--- config.mk ---
export PLATFORM = sky130hd
export DESIGN_NAME = rotor_angle_speed_estimator_unit_flat
export DESIGN_NICKNAME = d
export VERILOG_FILES = /design/src/rase_pkg.sv /design/src/rase_req_if.sv /design/src/rase_rsp_if.sv /design/src/rase_mul.sv /design/src/rase_div.sv /design/src/rotor_angle_speed_estimator_unit.sv /design/src/flat_wrapper.sv
export SDC_FILE = /design/constraint.sdc
export NUM_CORES = 1
export LEC_CHECK = 0
export ABC_AREA = 0
export BUFFER_PORTS_ARGS = -buffer_cell sky130_fd_sc_hd__buf_2
export CAP_MARGIN = 20
export CORE_MARGIN = 5
export CORE_UTILIZATION = 52
export DETAILED_ROUTE_END_ITERATION = 10
export PLACE_DENSITY_LB_ADDON = 0.15
export RECOVER_POWER = 50
export SYNTH_ARGS = -nofsm -noshare
export SYNTH_HDL_FRONTEND = slang
export SYNTH_HIERARCHICAL = 1
export SYNTH_SLANG_ARGS = --single-unit
--- constraint.sdc ---
create_clock -name clock -period 3.4 [get_ports clock]
set_input_delay 0.34 -clock clock [delete_from_list [all_inputs] [get_ports clock]]
set_output_delay 0.34 -clock clock [all_outputs]
set_load 0.05 [all_outputs]
--- src/rase_pkg.sv ---
package rase_pkg;

   localparam int DATA_W      = 32;
   localparam int STAMP_WIDTH = 32;
   localparam int SCALE_W     = 24;
   localparam int COUNT_W     = 16;
   localparam int ANGLE_W     = 9;
   localparam int SPEED_W     = 16;
   localparam int CSR_IDX_W   = 2;

   localparam int MUL_STEPS = COUNT_W;
   localparam int DIV_STEPS = DATA_W;
   localparam int MUL_CNT_W = $clog2(MUL_STEPS);
   localparam int DIV_CNT_W = $clog2(DIV_STEPS);

   localparam logic [SCALE_W-1:0] ANGLE_SCALE_RST = SCALE_W'(864000);
   localparam logic [DATA_W-1:0]  SPEED_NUM_RST   = DATA_W'(150796447);
   localparam logic [DATA_W-1:0]  INIT_HP_RST     = DATA_W'(250000);

   localparam logic [COUNT_W-1:0] ANGLE_MAX     = COUNT_W'(360);
   localparam logic [COUNT_W-1:0] PRESET_OFFSET = COUNT_W'(2);

   typedef enum logic [CSR_IDX_W-1:0] {
      CSR_ANGLE_SCALE = 2'd0,
      CSR_SPEED_NUM   = 2'd1,
      CSR_INIT_HP     = 2'd2
   } csr_idx_type;

   typedef enum logic [1:0] {
      OP_TICK   = 2'd0,
      OP_EVENT  = 2'd1,
      OP_PRESET = 2'd2,
      OP_START  = 2'd3
   } op_type;

   typedef enum logic [1:0] {
      ST_IDLE,
      ST_MUL,
      ST_DIV,
      ST_DONE
   } state_type;

endpackage

--- src/rase_req_if.sv ---
interface rase_req_if;
   logic                                valid;
   logic                                ready;
   logic [1:0]                          op;
   logic [rase_pkg::STAMP_WIDTH-1:0]    timestamp;
   logic [rase_pkg::ANGLE_W-1:0]        preset_angle;

   modport source (output valid, output op, output timestamp, output preset_angle,
                   input ready);
   modport sink   (input valid, input op, input timestamp, input preset_angle,
                   output ready);
endinterface

--- src/rase_rsp_if.sv ---
interface rase_rsp_if;
   logic                          valid;
   logic                          ready;
   logic [rase_pkg::ANGLE_W-1:0]  angle;
   logic [rase_pkg::SPEED_W-1:0]  speed;

   modport source (output valid, output angle, output speed, input ready);
   modport sink   (input valid, input angle, input speed, output ready);
endinterface

--- src/rase_mul.sv ---
// Shift-and-add multiplier, one multiplier bit per cycle, product mod 2^32.
module rase_mul (
   input  logic                                clock,
   input  logic                                reset,
   input  logic                                start,
   input  logic [rase_pkg::DATA_W-1:0]         mcand,
   input  logic [rase_pkg::COUNT_W-1:0]        mplier,
   output logic                                done,
   output logic [rase_pkg::DATA_W-1:0]         product
);

   logic [rase_pkg::DATA_W-1:0]    acc_ff, acc_in;
   logic [rase_pkg::DATA_W-1:0]    mcand_ff, mcand_in;
   logic [rase_pkg::COUNT_W-1:0]   mplier_ff, mplier_in;
   logic [rase_pkg::MUL_CNT_W-1:0] cnt_ff, cnt_in;
   logic                           busy_ff, busy_in;
   logic                           done_ff, done_in;

   always_comb begin
      acc_in    = acc_ff;
      mcand_in  = mcand_ff;
      mplier_in = mplier_ff;
      cnt_in    = cnt_ff;
      busy_in   = busy_ff;
      done_in   = 1'b0;
      if (start) begin
         acc_in    = '0;
         mcand_in  = mcand;
         mplier_in = mplier;
         cnt_in    = '0;
         busy_in   = 1'b1;
      end else if (busy_ff) begin
         if (mplier_ff[0]) begin
            acc_in = acc_ff + mcand_ff;
         end
         mcand_in  = {mcand_ff[rase_pkg::DATA_W-2:0], 1'b0};
         mplier_in = {1'b0, mplier_ff[rase_pkg::COUNT_W-1:1]};
         cnt_in    = cnt_ff + 1'b1;
         if (cnt_ff == rase_pkg::MUL_CNT_W'(rase_pkg::MUL_STEPS - 1)) begin
            busy_in = 1'b0;
            done_in = 1'b1;
         end
      end
   end

   always_ff @(posedge clock) begin
      if (reset) begin
         busy_ff <= 1'b0;
         done_ff <= 1'b0;
         cnt_ff  <= '0;
      end else begin
         busy_ff <= busy_in;
         done_ff <= done_in;
         cnt_ff  <= cnt_in;
      end
      acc_ff    <= acc_in;
      mcand_ff  <= mcand_in;
      mplier_ff <= mplier_in;
   end

   assign done    = done_ff;
   assign product = acc_ff;

endmodule

--- src/rase_div.sv ---
// Restoring divider, one quotient bit per cycle. A zero divisor gives all ones.
module rase_div (
   input  logic                          clock,
   input  logic                          reset,
   input  logic                          start,
   input  logic [rase_pkg::DATA_W-1:0]   dividend,
   input  logic [rase_pkg::DATA_W-1:0]   divisor,
   output logic                          done,
   output logic [rase_pkg::DATA_W-1:0]   quotient
);

   logic [rase_pkg::DATA_W-1:0]    rem_ff, rem_in;
   logic [rase_pkg::DATA_W-1:0]    quo_ff, quo_in;
   logic [rase_pkg::DATA_W-1:0]    dsr_ff, dsr_in;
   logic [rase_pkg::DIV_CNT_W-1:0] cnt_ff, cnt_in;
   logic                           busy_ff, busy_in;
   logic                           done_ff, done_in;
   logic [rase_pkg::DATA_W:0]      shifted;
   logic [rase_pkg::DATA_W:0]      diff;

   always_comb begin
      shifted  = {rem_ff, quo_ff[rase_pkg::DATA_W-1]};
      diff     = shifted - {1'b0, dsr_ff};
      rem_in   = rem_ff;
      quo_in   = quo_ff;
      dsr_in   = dsr_ff;
      cnt_in   = cnt_ff;
      busy_in  = busy_ff;
      done_in  = 1'b0;
      if (start) begin
         rem_in  = '0;
         quo_in  = dividend;
         dsr_in  = divisor;
         cnt_in  = '0;
         busy_in = 1'b1;
      end else if (busy_ff) begin
         if (!diff[rase_pkg::DATA_W]) begin
            rem_in = diff[rase_pkg::DATA_W-1:0];
         end else begin
            rem_in = shifted[rase_pkg::DATA_W-1:0];
         end
         quo_in = {quo_ff[rase_pkg::DATA_W-2:0], ~diff[rase_pkg::DATA_W]};
         cnt_in = cnt_ff + 1'b1;
         if (cnt_ff == rase_pkg::DIV_CNT_W'(rase_pkg::DIV_STEPS - 1)) begin
            busy_in = 1'b0;
            done_in = 1'b1;
         end
      end
   end

   always_ff @(posedge clock) begin
      if (reset) begin
         busy_ff <= 1'b0;
         done_ff <= 1'b0;
         cnt_ff  <= '0;
      end else begin
         busy_ff <= busy_in;
         done_ff <= done_in;
         cnt_ff  <= cnt_in;
      end
      rem_ff <= rem_in;
      quo_ff <= quo_in;
      dsr_ff <= dsr_in;
   end

   assign done     = done_ff;
   assign quotient = quo_ff;

endmodule

--- src/rotor_angle_speed_estimator_unit.sv ---
// Channel   Direction  Contents
// req_if    in         op, timestamp, preset_angle
// rsp_if    out        angle, speed (one transaction per tick only)
// csr_*     in         write enable, index, data
//
// Tick and preset run a serial multiply then a serial divide; no new request is taken
// until the unit is back in idle. Event and start update their registers on accept.
// Synchronous active-high reset loads register defaults; half period gets its default.
// A finished tick waits in the done state while the output register is full and not being read.
module rotor_angle_speed_estimator_unit (
   input  logic                                  clock,
   input  logic                                  reset,
   rase_req_if.sink                              req_if,
   rase_rsp_if.source                            rsp_if,
   input  logic                                  csr_we,
   input  logic [rase_pkg::CSR_IDX_W-1:0]        csr_index,
   input  logic [rase_pkg::DATA_W-1:0]           csr_wdata
);

   rase_pkg::state_type              state_ff, state_in;
   rase_pkg::op_type                 op_ff, op_in;
   rase_pkg::op_type                 req_op;

   logic [rase_pkg::SCALE_W-1:0]     scale_ff;
   logic [rase_pkg::DATA_W-1:0]      num_ff;

   logic [rase_pkg::COUNT_W-1:0]     tc_ff, tc_in;
   logic [rase_pkg::DATA_W-1:0]      hp_ff, hp_in;
   logic [rase_pkg::STAMP_WIDTH-1:0] last_ff, last_in;
   logic                             skip_ff, skip_in;

   logic                             rsp_valid_ff, rsp_valid_in;
   logic [rase_pkg::ANGLE_W-1:0]     angle_ff, angle_in;
   logic [rase_pkg::SPEED_W-1:0]     speed_ff, speed_in;

   logic                             req_ready;
   logic                             req_fire;
   logic                             out_free;
   logic                             load_out;
   logic                             mul_start;
   logic                             mul_done;
   logic [rase_pkg::DATA_W-1:0]      mul_a;
   logic [rase_pkg::COUNT_W-1:0]     mul_b;
   logic [rase_pkg::COUNT_W-1:0]     tc_inc;
   logic [rase_pkg::DATA_W-1:0]      product;
   logic                             div_a_done;
   logic                             div_s_done;
   logic [rase_pkg::DATA_W-1:0]      div_a_dsr;
   logic [rase_pkg::DATA_W-1:0]      quo_a;
   logic [rase_pkg::DATA_W-1:0]      quo_s;
   logic                             div_s_start;

   assign req_op = rase_pkg::op_type'(req_if.op);
   assign tc_inc = tc_ff + 1'b1;

   // next state
   always_comb begin
      state_in = state_ff;
      case (state_ff)
         rase_pkg::ST_IDLE: begin
            if (req_fire && (req_op == rase_pkg::OP_TICK || req_op == rase_pkg::OP_PRESET)) begin
               state_in = rase_pkg::ST_MUL;
            end
         end
         rase_pkg::ST_MUL: begin
            if (mul_done) begin
               state_in = rase_pkg::ST_DIV;
            end
         end
         rase_pkg::ST_DIV: begin
            if (div_a_done && (op_ff != rase_pkg::OP_TICK || div_s_done)) begin
               state_in = rase_pkg::ST_DONE;
            end
         end
         rase_pkg::ST_DONE: begin
            if (op_ff != rase_pkg::OP_TICK || out_free) begin
               state_in = rase_pkg::ST_IDLE;
            end
         end
         default: state_in = rase_pkg::ST_IDLE;
      endcase
   end

   // state outputs
   always_comb begin
      req_ready   = 1'b0;
      mul_start   = 1'b0;
      div_s_start = 1'b0;
      load_out    = 1'b0;
      case (state_ff)
         rase_pkg::ST_IDLE: begin
            req_ready = 1'b1;
            mul_start = req_if.valid &&
                        (req_op == rase_pkg::OP_TICK || req_op == rase_pkg::OP_PRESET);
         end
         rase_pkg::ST_MUL: begin
            div_s_start = mul_done && (op_ff == rase_pkg::OP_TICK);
         end
         rase_pkg::ST_DIV: begin
         end
         rase_pkg::ST_DONE: begin
            load_out = (op_ff == rase_pkg::OP_TICK) && out_free;
         end
         default: begin
         end
      endcase
   end

   assign req_if.ready = req_ready;
   assign req_fire     = req_if.valid && req_ready;
   assign out_free     = !rsp_valid_ff || rsp_if.ready;

   assign mul_a = (req_op == rase_pkg::OP_TICK) ?
                  {{(rase_pkg::DATA_W-rase_pkg::SCALE_W){1'b0}}, scale_ff} : hp_ff;
   assign mul_b = (req_op == rase_pkg::OP_TICK) ? tc_inc :
                  {{(rase_pkg::COUNT_W-rase_pkg::ANGLE_W){1'b0}}, req_if.preset_angle};

   assign div_a_dsr = (op_ff == rase_pkg::OP_TICK) ? hp_ff :
                      {{(rase_pkg::DATA_W-rase_pkg::SCALE_W){1'b0}}, scale_ff};

   rase_mul u_mul (
      .clock   (clock),
      .reset   (reset),
      .start   (mul_start),
      .mcand   (mul_a),
      .mplier  (mul_b),
      .done    (mul_done),
      .product (product)
   );

   // angle (or preset count) quotient
   rase_div u_div_angle (
      .clock    (clock),
      .reset    (reset),
      .start    (mul_done),
      .dividend (product),
      .divisor  (div_a_dsr),
      .done     (div_a_done),
      .quotient (quo_a)
   );

   // speed quotient, runs alongside the angle divide on a tick
   rase_div u_div_speed (
      .clock    (clock),
      .reset    (reset),
      .start    (div_s_start),
      .dividend (num_ff),
      .divisor  (hp_ff),
      .done     (div_s_done),
      .quotient (quo_s)
   );

   // datapath
   always_comb begin
      op_in        = op_ff;
      tc_in        = tc_ff;
      hp_in        = hp_ff;
      last_in      = last_ff;
      skip_in      = skip_ff;
      rsp_valid_in = rsp_valid_ff;
      angle_in     = angle_ff;
      speed_in     = speed_ff;

      if (rsp_valid_ff && rsp_if.ready) begin
         rsp_valid_in = 1'b0;
      end

      if (req_fire) begin
         op_in = req_op;
         case (req_op)
            rase_pkg::OP_TICK: begin
               tc_in = tc_inc;
            end
            rase_pkg::OP_EVENT: begin
               hp_in   = rase_pkg::DATA_W'(req_if.timestamp - last_ff);
               last_in = req_if.timestamp;
               if (skip_ff) begin
                  tc_in   = '0;
                  skip_in = 1'b0;
               end else begin
                  skip_in = 1'b1;
               end
            end
            rase_pkg::OP_PRESET: begin
            end
            rase_pkg::OP_START: begin
               last_in = req_if.timestamp;
               tc_in   = '0;
            end
            default: begin
            end
         endcase
      end

      if (state_ff == rase_pkg::ST_DONE && op_ff == rase_pkg::OP_PRESET) begin
         tc_in = quo_a[rase_pkg::COUNT_W-1:0] + rase_pkg::PRESET_OFFSET;
      end

      if (load_out) begin
         rsp_valid_in = 1'b1;
         speed_in     = quo_s[rase_pkg::SPEED_W-1:0];
         if (quo_a[rase_pkg::COUNT_W-1:0] > rase_pkg::ANGLE_MAX) begin
            angle_in = rase_pkg::ANGLE_MAX[rase_pkg::ANGLE_W-1:0];
            tc_in    = '0;
         end else begin
            angle_in = quo_a[rase_pkg::ANGLE_W-1:0];
         end
      end
   end

   always_ff @(posedge clock) begin
      if (reset) begin
         state_ff     <= rase_pkg::ST_IDLE;
         op_ff        <= rase_pkg::OP_TICK;
         tc_ff        <= '0;
         hp_ff        <= rase_pkg::INIT_HP_RST;
         last_ff      <= '0;
         skip_ff      <= 1'b0;
         rsp_valid_ff <= 1'b0;
         scale_ff     <= rase_pkg::ANGLE_SCALE_RST;
         num_ff       <= rase_pkg::SPEED_NUM_RST;
      end else begin
         state_ff     <= state_in;
         op_ff        <= op_in;
         tc_ff        <= tc_in;
         hp_ff        <= hp_in;
         last_ff      <= last_in;
         skip_ff      <= skip_in;
         rsp_valid_ff <= rsp_valid_in;
         if (csr_we) begin
            case (rase_pkg::csr_idx_type'(csr_index))
               rase_pkg::CSR_ANGLE_SCALE: scale_ff <= csr_wdata[rase_pkg::SCALE_W-1:0];
               rase_pkg::CSR_SPEED_NUM:   num_ff   <= csr_wdata;
               rase_pkg::CSR_INIT_HP: begin
                  // writes are dropped; reset restores half period to its fixed default
               end
               default: begin
               end
            endcase
         end
      end
      angle_ff <= angle_in;
      speed_ff <= speed_in;
   end

   assign rsp_if.valid = rsp_valid_ff;
   assign rsp_if.angle = angle_ff;
   assign rsp_if.speed = speed_ff;

endmodule

--- src/flat_wrapper.sv ---
// flat-port wrapper written by rule: the top's interface ports become plain ports
module rotor_angle_speed_estimator_unit_flat 
  (clock, reset, csr_we, csr_index, csr_wdata, req_if_valid, req_if_op, req_if_timestamp, req_if_preset_angle, req_if_ready, rsp_if_valid, rsp_if_angle, rsp_if_speed, rsp_if_ready);
  rase_req_if req_if_i ();
  rase_rsp_if rsp_if_i ();
  input  logic clock;
  input  logic reset;
  input  logic csr_we;
  input  logic [rase_pkg::CSR_IDX_W-1:0] csr_index;
  input  logic [rase_pkg::DATA_W-1:0] csr_wdata;
  input wire logic [$bits(req_if_i.valid)-1:0] req_if_valid;
  input wire logic [$bits(req_if_i.op)-1:0] req_if_op;
  input wire logic [$bits(req_if_i.timestamp)-1:0] req_if_timestamp;
  input wire logic [$bits(req_if_i.preset_angle)-1:0] req_if_preset_angle;
  output wire logic [$bits(req_if_i.ready)-1:0] req_if_ready;
  output wire logic [$bits(rsp_if_i.valid)-1:0] rsp_if_valid;
  output wire logic [$bits(rsp_if_i.angle)-1:0] rsp_if_angle;
  output wire logic [$bits(rsp_if_i.speed)-1:0] rsp_if_speed;
  input wire logic [$bits(rsp_if_i.ready)-1:0] rsp_if_ready;
  assign req_if_i.valid = req_if_valid;
  assign req_if_i.op = req_if_op;
  assign req_if_i.timestamp = req_if_timestamp;
  assign req_if_i.preset_angle = req_if_preset_angle;
  assign req_if_ready = req_if_i.ready;
  assign rsp_if_valid = rsp_if_i.valid;
  assign rsp_if_angle = rsp_if_i.angle;
  assign rsp_if_speed = rsp_if_i.speed;
  assign rsp_if_i.ready = rsp_if_ready;
  rotor_angle_speed_estimator_unit u_core (.clock(clock), .reset(reset), .req_if(req_if_i), .rsp_if(rsp_if_i), .csr_we(csr_we), .csr_index(csr_index), .csr_wdata(csr_wdata));
endmodule
==> impl_metrics.env, run 1 <==
export IMPL_synthArstFlopShare=0
export IMPL_place_congestion=0.921
export IMPL_postPlaceCellArea_sq_um=27400
export IMPL_cpPeakStageDelay_ns=0.42
export IMPL_finalSetupViolCount=0
export IMPL_clock_skew_ns=0.0215
export IMPL_startpoint_type="flip-flop"
export IMPL_drc_errors=0
export IMPL_hpwlAfterDp_microns=51600
export IMPL_min_period_ns=3.21
export IMPL_wire_per_inst_microns=19.5
export IMPL_fp_row_count=82
export IMPL_grtUsageTotal=0.252
export IMPL_worst_r2r_startpoint="u_core/u_div_speed/quotient[31]$_DFFE_PP_"
export IMPL_yosysSeqAreaShare=0.426
export IMPL_p_leak_nw=11.6
export IMPL_ir_drop_mv=0.476
export IMPL_crit_chain="inv_1, ha_1, fa_1, nor2b_1, o2111ai_1, a21oi_2, o31ai_4, o21ai_4, xnor2_4, o2111ai_1, a311oi_1"
export IMPL_drtPass1Iterations=5
export IMPL_cts_root_buf="clkbuf_16"
export IMPL_ys_warnings_count=6
export IMPL_relSlewSlack=-0.545
export IMPL_h_tree_depth=2
export IMPL_synth_compound_area_frac=0.175
export IMPL_clk_latency_ns=0.61
export IMPL_startpoint="u_core/u_div_speed/quotient[31]$_DFFE_PP_"
export IMPL_grt_pass1_wl_microns=115000
export IMPL_avgSynthCellArea_sq_um=9.11
export IMPL_drive_above_1_share=0.126
export IMPL_critPathMaxFanout=14
export IMPL_finalSetupTns_ns=0
export IMPL_grt_antenna_before_repair=6
export IMPL_fin_crit_sh=0.944
export IMPL_final_cell_mix="nand2_1 (531), dfxtp_1 (257), a21oi_1 (220), edfxtp_1 (201), nor2_1 (174)"
export IMPL_total_power_mw=18.3
export IMPL_synth_ff_type="dfxtp_1"
export IMPL_netlist_area_sq_um=26300
export IMPL_hold_viol=0
export IMPL_synth_fp_nets=3107
export IMPL_grt_pass1_vias=21000
export IMPL_drt_iter0_drc=1559
export IMPL_clkTransAtPathRegs_ns=0.06
export IMPL_fmax_mhz=312
export IMPL_clk_path_buf_depth=3
export IMPL_utilization=0.589
export IMPL_postSynthCellCount=2884
export IMPL_final_cell_area_sq_um=29500
export IMPL_synth_mux_area_frac=0.0619
export IMPL_initial_core_util=0.525
export IMPL_routed_wl_microns=72400
export IMPL_synth_fa_ha_area_frac=0.0683
export IMPL_crit_type="flip-flop to flip-flop"
export IMPL_tightest_slew_ns=2.32
export IMPL_vias_per_cell=5.87
export IMPL_port_buffers=108
export IMPL_grt_overflow_total=0
export IMPL_clock_sinks=459
export IMPL_crit_path_end_kind="flip-flop"
export IMPL_io_pin_count=109
export IMPL_synth_edff_count=201
export IMPL_tritoncts="yes"
export IMPL_min_path_type="input pin to flip-flop"
export IMPL_die_area_sq_um=55100
export IMPL_power_density_nw_per_um2=620
export IMPL_crit_path_end="u_core/u_div_speed/rem_ff[29]$_SDFFE_PP0P_"
export IMPL_synth_top_family_by_area="simple AND/OR/NAND/NOR gates"
export IMPL_synth_xor_area_frac=0.0436
export IMPL_drtAntennaViolNets=0
export IMPL_cp_arrival_ns=3.71
export IMPL_whs_ns=0.0271
export IMPL_crit_top_cell="o2111ai_1"
export IMPL_r2r_slack_ns=0.19
export IMPL_dieHeight_microns=235
export IMPL_numCtsBuffers=51
export IMPL_ys_types=106
export IMPL_critPathSlowestCell="fa_1"
export IMPL_cp_depth=11
export IMPL_failed_checks="capacitance limit, slew limit"
export IMPL_syn_to_final_growth_pct=12.2
export IMPL_crit_buf_inv=1
export IMPL_reg2reg_depth=11
export IMPL_r2r_end="u_core/u_div_speed/rem_ff[29]$_SDFFE_PP0P_"
export IMPL_route_vias_total=21800
export IMPL_die_w_microns=235
export IMPL_synth_simple_area_share=0.180
export IMPL_cp_required_ns=3.90
export IMPL_status="finished, violations left"
export IMPL_synth_seq_cells=459
export IMPL_maxCapViolCount=4
export IMPL_core_sq_um=50100
export IMPL_finalMaxSlewViolations=191
export IMPL_final_common_cell="nand2_1"
export IMPL_crit_family="compound AO/OA/AOI/OAI gates"
export IMPL_fin_nets=3212
export IMPL_grt_max_degree=106
## layout make-up
cell class                 count  area (sq um)
antenna                        1          2.50
clock buffer                  65          1350
clock inverter                31           215
fill                        4441         20600
inverter                     136           510
multi-input combinational   2132         13900
sequential                   459         11200
tap                          672           841
timing repair buffer         209          1420
## cells in the mapped netlist (all sizes together), types with 32 or more instances
library cell / number / area share
a21o: 60 / 0.017
buf: 32 / 0.0072
a21oi: 231 / 0.046
nor2: 178 / 0.026
edfxtp: 201 / 0.23
nor3: 38 / 0.0072
inv: 136 / 0.019
mux2: 132 / 0.057
a211oi: 37 / 0.011
dfxtp: 258 / 0.20
a311oi: 45 / 0.015
xor2: 48 / 0.016
ha: 137 / 0.065
o21ai: 122 / 0.024
xnor2: 79 / 0.028
nand2: 532 / 0.076
clkbuf: 126 / 0.019
nand3: 94 / 0.019
## how the worst min path moves through the flow
stage | startpoint | end | slack, ns | depth (start not counted)
detailed placement | u_core/u_div_speed/quotient[2]$_DFFE_PP_ | u_core/rsp_if.speed[2]$_DFFE_PP_ | 0.43 | 0
global placement | u_core/u_div_speed/quotient[2]$_DFFE_PP_ | u_core/rsp_if.speed[2]$_DFFE_PP_ | 0.43 | 0
CTS | csr_wdata[0] | u_core/scale_ff[0]$_SDFFE_PP0P_ | 0.002 | 3
finish | csr_wdata[12] | u_core/scale_ff[12]$_SDFFE_PP0P_ | 0.03 | 3
floorplan | reset | u_core/u_div_angle/busy_ff$_SDFF_PP0_ | 0.41 | 1
global route | csr_wdata[10] | u_core/num_ff[10]$_SDFFE_PP0P_ | 0.01 | 3
## layer usage
metal,vias up,global-route usage,share of wire
met5,-,0,0.00035
met4,4,0.0726,0.028
met3,142,0.0359,0.057
met2,667,0.416,0.47
met1,10400,0.349,0.45
li1,10500,-,-
## worst min-delay path, cell delays in order
cell,delay (ns)
buf_2,0.13
nand2_1,0.06
a21oi_1,0.05
## kinds of logic after synthesis
group,Yosys count
simple gates,1042
compound gates,675
flops,459
buf+inv,294
mux,146
fa+ha+maj,141
xor+xnor,127
## flip-flops by register name, summed over array words and instances (netlist names), 4 cells and up
signal / flops
u_core/hp_ff: 32
u_core/last_ff: 32
u_core/num_ff: 32
u_core/u_div_angle/dsr_ff: 32
u_core/u_div_angle/quotient: 32
u_core/u_div_angle/rem_ff: 32
u_core/u_div_speed/dsr_ff: 32
u_core/u_div_speed/quotient: 32
u_core/u_div_speed/rem_ff: 32
u_core/u_mul/mcand_ff: 32
u_core/u_mul/product: 32
u_core/scale_ff: 24
u_core/rsp_if.speed: 16
u_core/tc_ff: 16
u_core/u_mul/mplier_ff: 16
u_core/rsp_if.angle: 9
u_core/u_div_angle/cnt_ff: 5
u_core/u_div_speed/cnt_ff: 5
u_core/u_mul/cnt_ff: 4
## per-stage QoR
| step | worst slack [ns] | instances |
|---|---|---|
| 2_1_floorplan | 0.0185 | 2884 |
| 3_3_place_gp | 0.234 | 3549 |
| 3_5_place_dp | 0.0592 | 3550 |
| 4_1_cts | 0.0577 | 3701 |
| 5_1_grt | -0.00000488 | 3704 |
| 6_report | 0.190 | 3705 |
## report_power, final
group,internal (mW),switching [mW]
combinational,2.43,3.51
clock,2.91,2.33
sequential,6.50,0.611
## what timing repair did
| item | CTS | global route |
|---|---|---|
| hold buffers | 55 | 1 |
| setup endpoints to repair | 0 | 25 |
| buffers inserted | 0 | 1 |
| gates resized for setup | 0 | 4 |
| hold endpoints to repair | 63 | 1 |
No activity file was read; power rests on OpenSTA's default activity.
==> inputs of run 2 (changes only) <==
CTS_BUF_LIST = sky130_fd_sc_hd__clkbuf_4 sky130_fd_sc_hd__clkbuf_8 sky130_fd_sc_hd__clkbuf_16   (was unset)
GPL_ROUTABILITY_DRIVEN = 0   (was unset)
==> impl_metrics.env, run 2 (synthesis gave the netlist of run 1 again) <==
export IMPL_status="finished, violations left"
export IMPL_failed_checks="capacitance limit, slew limit"
export IMPL_rsz0062_at_grt="false"
export IMPL_hpwlAfterDp_microns=50700
export IMPL_crit_buf_inv=1
export IMPL_h_tree_depth=2
export IMPL_drtPass1Iterations=5
export IMPL_vias_per_cell=5.87
export IMPL_dp_cells=3549
export IMPL_clk_latency_ns=0.62
export IMPL_clkTransAtPathRegs_ns=0.06
export IMPL_drtAntennaViolNets=0
export IMPL_wl_met3_microns=4350
export IMPL_cpPeakStageDelay_ns=1.23
export IMPL_grt_antenna_before_repair=6
export IMPL_crit_path_end_kind="flip-flop"
export IMPL_final_cell_count_no_fill=3711
export IMPL_clock_skew_ns=0.0273
export IMPL_crit_type="flip-flop to flip-flop"
export IMPL_die_area_sq_um=55100
export IMPL_fp_row_count=82
export IMPL_maxCapViolCount=2
export IMPL_fmax_mhz=308
export IMPL_io_pin_count=109
export IMPL_relSlewSlack=-0.628
export IMPL_syn_to_final_growth_pct=13.2
export IMPL_drt_iter0_drc=1569
export IMPL_die_w_microns=235
export IMPL_top_layer="met5"
export IMPL_routed_wl_microns=71300
export IMPL_critPathSlowestCell="clkbuf_1"
export IMPL_dieHeight_microns=235
export IMPL_drc_errors=0
export IMPL_cp_arrival_ns=3.67
export IMPL_grt_pass1_wl_microns=113000
export IMPL_fin_nets=3216
export IMPL_p_leak_nw=11.8
export IMPL_tritoncts="yes"
export IMPL_finalMaxSlewViolations=79
export IMPL_route_vias_total=21800
export IMPL_min_path_type="input pin to flip-flop"
export IMPL_cp_required_ns=3.83
export IMPL_final_common_cell="nand2_1"
export IMPL_clk_path_buf_depth=3
export IMPL_final_cell_mix="nand2_1 (531), dfxtp_1 (256), a21oi_1 (220), edfxtp_1 (201), nor2_1 (173)"
export IMPL_finalSetupViolCount=0
export IMPL_startpoint_type="flip-flop"
export IMPL_tightest_slew_ns=2.44
export IMPL_finalSetupTns_ns=0
export IMPL_port_buffers=108
export IMPL_multiInputGateArea_sq_um=13900
export IMPL_ir_drop_mv=0.432
export IMPL_power_density_nw_per_um2=635
export IMPL_min_period_ns=3.25
export IMPL_numCtsBuffers=52
export IMPL_wire_per_inst_microns=19.2
export IMPL_cts_root_buf="clkbuf_16"
export IMPL_initial_core_util=0.525
export IMPL_drive_above_1_share=0.132
export IMPL_wl_met1_microns=31500
export IMPL_grt_max_degree=66
export IMPL_crit_chain="nor2_1, clkbuf_1, nand3_1, o21ai_2, a211oi_1"
export IMPL_met2_length_microns=32900
export IMPL_fin_crit_sh=0.955
export IMPL_fillers=4430
export IMPL_critPathMaxFanout=34
export IMPL_grt_pass1_vias=21000
export IMPL_grtUsageTotal=0.248
export IMPL_clock_sinks=459
export IMPL_seqCellArea_sq_um=11200
export IMPL_hold_viol=0
export IMPL_core_sq_um=50100
export IMPL_crit_family="buffers and inverters"
export IMPL_grt_overflow_total=0
run 2: cell types whose count changed in the layout (fill, tap and decap cells not counted), moves of 3 or more:
cell           before  now
clkbuf_4            0   15
bufinv_16           1    4
dlygate4sd3_1      56   61
mux2_2            121  114
mux2_1             11   18
clkbuf_1           48   32
clkinv_1            9    2
clkbuf_8            0    7
clkinv_4            4    0
run 2: per-stage QoR:
stage | hold slack (ns) | worst slack [ns] | power (mW) | cell area, sq um | utilization
after floorplan | 0.412 | 0.0185 | 11.5 | 26300 | -
after global placement | 0.432 | 0.199 | 12.8 | 27400 | 0.547
after detailed placement | 0.434 | 0.131 | 13.0 | 27400 | 0.547
after CTS | 0.00304 | 0.0640 | 19.0 | 29800 | 0.596
after global routing | 0.0279 | 0.00409 | 19.9 | 29800 | 0.594
final | 0.0437 | 0.154 | 18.9 | 29800 | 0.594
run 2: what timing repair did:
| item | 4_1_cts | 5_1_grt |
|---|---|---|
| hold buffers | 61 | 0 |
| setup buffers | 0 | 1 |
| setup endpoints to repair | 0 | 23 |
| endpoints found under the hold margin | 77 | 0 |
| gates resized for setup | 0 | 2 |
run 2: metal layers:
layer | track usage | vias up
met1 | 0.334 | 10400
met2 | 0.403 | 665
met5 | 0 | -
li1 | - | 10600
met4 | 0.0826 | 6
met3 | 0.0492 | 155
run 2: worst reg2reg max path, stage by stage (launching register included):
cell and delay, ns:
dfxtp_1 0.36, nor2_1 0.16, clkbuf_1 1.23, nand3_1 0.44, o21ai_2 0.74, a211oi_1 0.14
run 2: path summary, 6_finish.rpt:
kind | slack (ns) | endpoint | cells after the start | startpoint
worst max-delay path | 0.15 | u_core/tc_ff[15]$_SDFF_PP0_ | 5 | u_core/op_ff[1]$_SDFFE_PP0P_
worst min-delay path | 0.04 | u_core/op_ff[1]$_SDFFE_PP0P_ | 3 | req_if_valid
worst max register to register | 0.15 | u_core/tc_ff[15]$_SDFF_PP0_ | 5 | u_core/op_ff[1]$_SDFFE_PP0P_
worst min register to register | 0.45 | u_core/rsp_if.speed[14]$_DFFE_PP_ | 0 | u_core/u_div_speed/quotient[14]$_DFFE_PP_
run 2: area by class of cell:
cell class | count | area share
multi-input cells | 2131 | 0.468
flip-flops and latches | 459 | 0.377
clock buffers | 75 | 0.0522
repair buffers | 213 | 0.0492
well taps | 672 | 0.0283
inverters | 136 | 0.0172
clock inverters | 23 | 0.00862
diodes | 2 | 0.000168
run 2: report_power, final:
group          internal (mW)  total, mW  leakage, nW  switching (mW)
logic                   2.43       5.94         6.93            3.51
registers               6.50       7.11         3.95           0.606
clock network           3.50       5.86        0.901            2.36
==> inputs of run 3 (changes only) <==
--- a/config.mk
+++ b/config.mk
@@ -8,5 +8,4 @@
 export ABC_AREA = 0
 export BUFFER_PORTS_ARGS = -buffer_cell sky130_fd_sc_hd__buf_2
-export CAP_MARGIN = 20
 export CORE_MARGIN = 5
 export CORE_UTILIZATION = 52
==> constraint.sdc (replaced) <==
create_clock -name clock -period 3.4 [get_ports clock]
set_input_delay 0.51 -clock clock [delete_from_list [all_inputs] [get_ports clock]]
set_output_delay 0.51 -clock clock [all_outputs]
set_load 0.05 [all_outputs]
==> impl_metrics.env, run 3 (synthesis gave the netlist of run 1 again) <==
export IMPL_drtAntennaViolNets=0
export IMPL_cp_arrival_ns=3.73
export IMPL_rsz0062_at_grt="true"
export IMPL_crit_type="flip-flop to flip-flop"
export IMPL_hold_viol=0
export IMPL_io_pin_count=109
export IMPL_status="finished, violations left"
export IMPL_grtUsageTotal=0.245
export IMPL_total_power_mw=18.7
export IMPL_grt_pass1_wl_microns=111000
export IMPL_vias_per_cell=5.89
export IMPL_tritoncts="yes"
export IMPL_tightest_slew_ns=2.22
export IMPL_fp_row_count=82
export IMPL_final_common_cell="nand2_1"
export IMPL_syn_to_final_growth_pct=10.8
export IMPL_final_cell_mix="nand2_1 (531), dfxtp_1 (257), a21oi_1 (220), edfxtp_1 (201), nor2_1 (173)"
export IMPL_fin_crit_sh=0.945
export IMPL_clk_path_buf_depth=3
export IMPL_numCtsBuffers=51
export IMPL_final_cell_area_sq_um=29100
export IMPL_maxCapViolCount=3
export IMPL_utilization=0.582
export IMPL_drive_above_1_share=0.143
export IMPL_fmax_mhz=311
export IMPL_port_buffers=108
export IMPL_postPlaceCellArea_sq_um=27400
export IMPL_drt_iter0_drc=1844
export IMPL_power_density_nw_per_um2=640
export IMPL_finalMaxSlewViolations=118
export IMPL_finalSetupViolCount=0
export IMPL_drtPass1Iterations=5
export IMPL_r2r_slack_ns=0.19
export IMPL_min_period_ns=3.21
export IMPL_failed_checks="capacitance limit, slew limit"
export IMPL_hpwlAfterDp_microns=50400
export IMPL_critPathMaxFanout=10
export IMPL_die_w_microns=235
export IMPL_crit_path_end_kind="flip-flop"
export IMPL_cp_required_ns=3.92
export IMPL_wire_per_inst_microns=19.2
export IMPL_cts_root_buf="clkbuf_16"
export IMPL_ir_drop_mv=0.392
export IMPL_routed_wl_microns=70100
export IMPL_h_tree_depth=2
export IMPL_core_sq_um=50100
export IMPL_clkTransAtPathRegs_ns=0.06
export IMPL_min_path_type="input pin to flip-flop"
export IMPL_grt_max_degree=83
export IMPL_clk_latency_ns=0.62
export IMPL_die_area_sq_um=55100
export IMPL_relSlewSlack=-0.482
export IMPL_p_leak_nw=11.6
export IMPL_clock_skew_ns=0.0293
export IMPL_startpoint_type="flip-flop"
export IMPL_grt_antenna_before_repair=4
export IMPL_clock_sinks=459
export IMPL_drc_errors=0
export IMPL_dieHeight_microns=235
export IMPL_dp_cells=3546
export IMPL_grt_overflow_total=0
export IMPL_grt_pass1_vias=20600
export IMPL_route_vias_total=21500
export IMPL_fin_nets=3152
export IMPL_final_cell_count_no_fill=3645
export IMPL_initial_core_util=0.525
export IMPL_whs_ns=0.119
==> run 3: changes by cell type in the layout (fill, tap and decap cells not counted), sizes merged <==
cell | before | now
dlygate4sd3 | 61 | 0
clkbuf | 111 | 70
buf | 116 | 145
clkinv | 12 | 19
diode | 2 | 1
inv | 139 | 140
==> run 3: power by group <==
part           internal (mW)  total, mW  leakage [nW]  switching (mW)
clock network           3.30       5.68         0.858            2.38
logic                   2.38       5.87          6.75            3.49
registers               6.50       7.10          3.95           0.598
==> run 3: area by class of cell <==
type,count,area (sq um)
fillers,4474,20900
multi-input cells,2131,13900
flip-flops and latches,459,11200
clock buffers,65,1420
repair buffers,150,901
well taps,672,841
inverters,136,510
clock inverters,31,307
diodes,1,2.50
==> run 3: metrics by stage <==
step	TNS [ns]	setup slack, ns
6_report	0	0.188
5_1_grt	-0.147	-0.0256
4_1_cts	0	0.0516
3_5_place_dp	0	0.101
3_3_place_gp	0	0.194
2_1_floorplan	0	0.0185
==> run 3: worst max-delay path, cell delays in order (launching register included) <==
cell and delay (ns):
edfxtp_1 0.34, inv_1 0.05, ha_1 0.21, fa_1 0.39, nand2b_1 0.19, a21o_1 0.19, a21oi_2 0.17, a211oi_2 0.12
o31ai_2 0.32, o221a_4 0.29, xnor2_4 0.15, buf_4 0.21, a2111o_1 0.35, a21oi_1 0.13
==> run 3: what timing repair did <==
item | 4_1_cts | 5_1_grt
setup endpoints to repair | 0 | 28
setup buffers | 0 | 2
hold buffers | 0 | 0
gates resized for setup | 0 | 4
==> run 3: path summary, 6_finish.rpt <==
path	cells past startpoint	start	endpoint
setup reg to reg	13	u_core/u_div_angle/quotient[31]$_DFFE_PP_	u_core/u_div_angle/rem_ff[30]$_SDFFE_PP0P_
hold / removal	3	csr_wdata[22]	u_core/num_ff[22]$_SDFFE_PP1P_
setup / recovery	13	u_core/u_div_angle/quotient[31]$_DFFE_PP_	u_core/u_div_angle/rem_ff[30]$_SDFFE_PP0P_
hold reg to reg	0	u_core/u_div_speed/quotient[2]$_DFFE_PP_	u_core/rsp_if.speed[2]$_DFFE_PP_
==> run 3: routing by layer <==
| metal | part of all wire | track usage | wire, microns |
|---|---|---|---|
| met1 | 0.43 | 0.324 | 30200 |
| met2 | 0.46 | 0.397 | 32300 |
| met3 | 0.074 | 0.0598 | 5220 |
| met4 | 0.035 | 0.0826 | 2440 |
| met5 | 0.00039 | 0 | 27 |
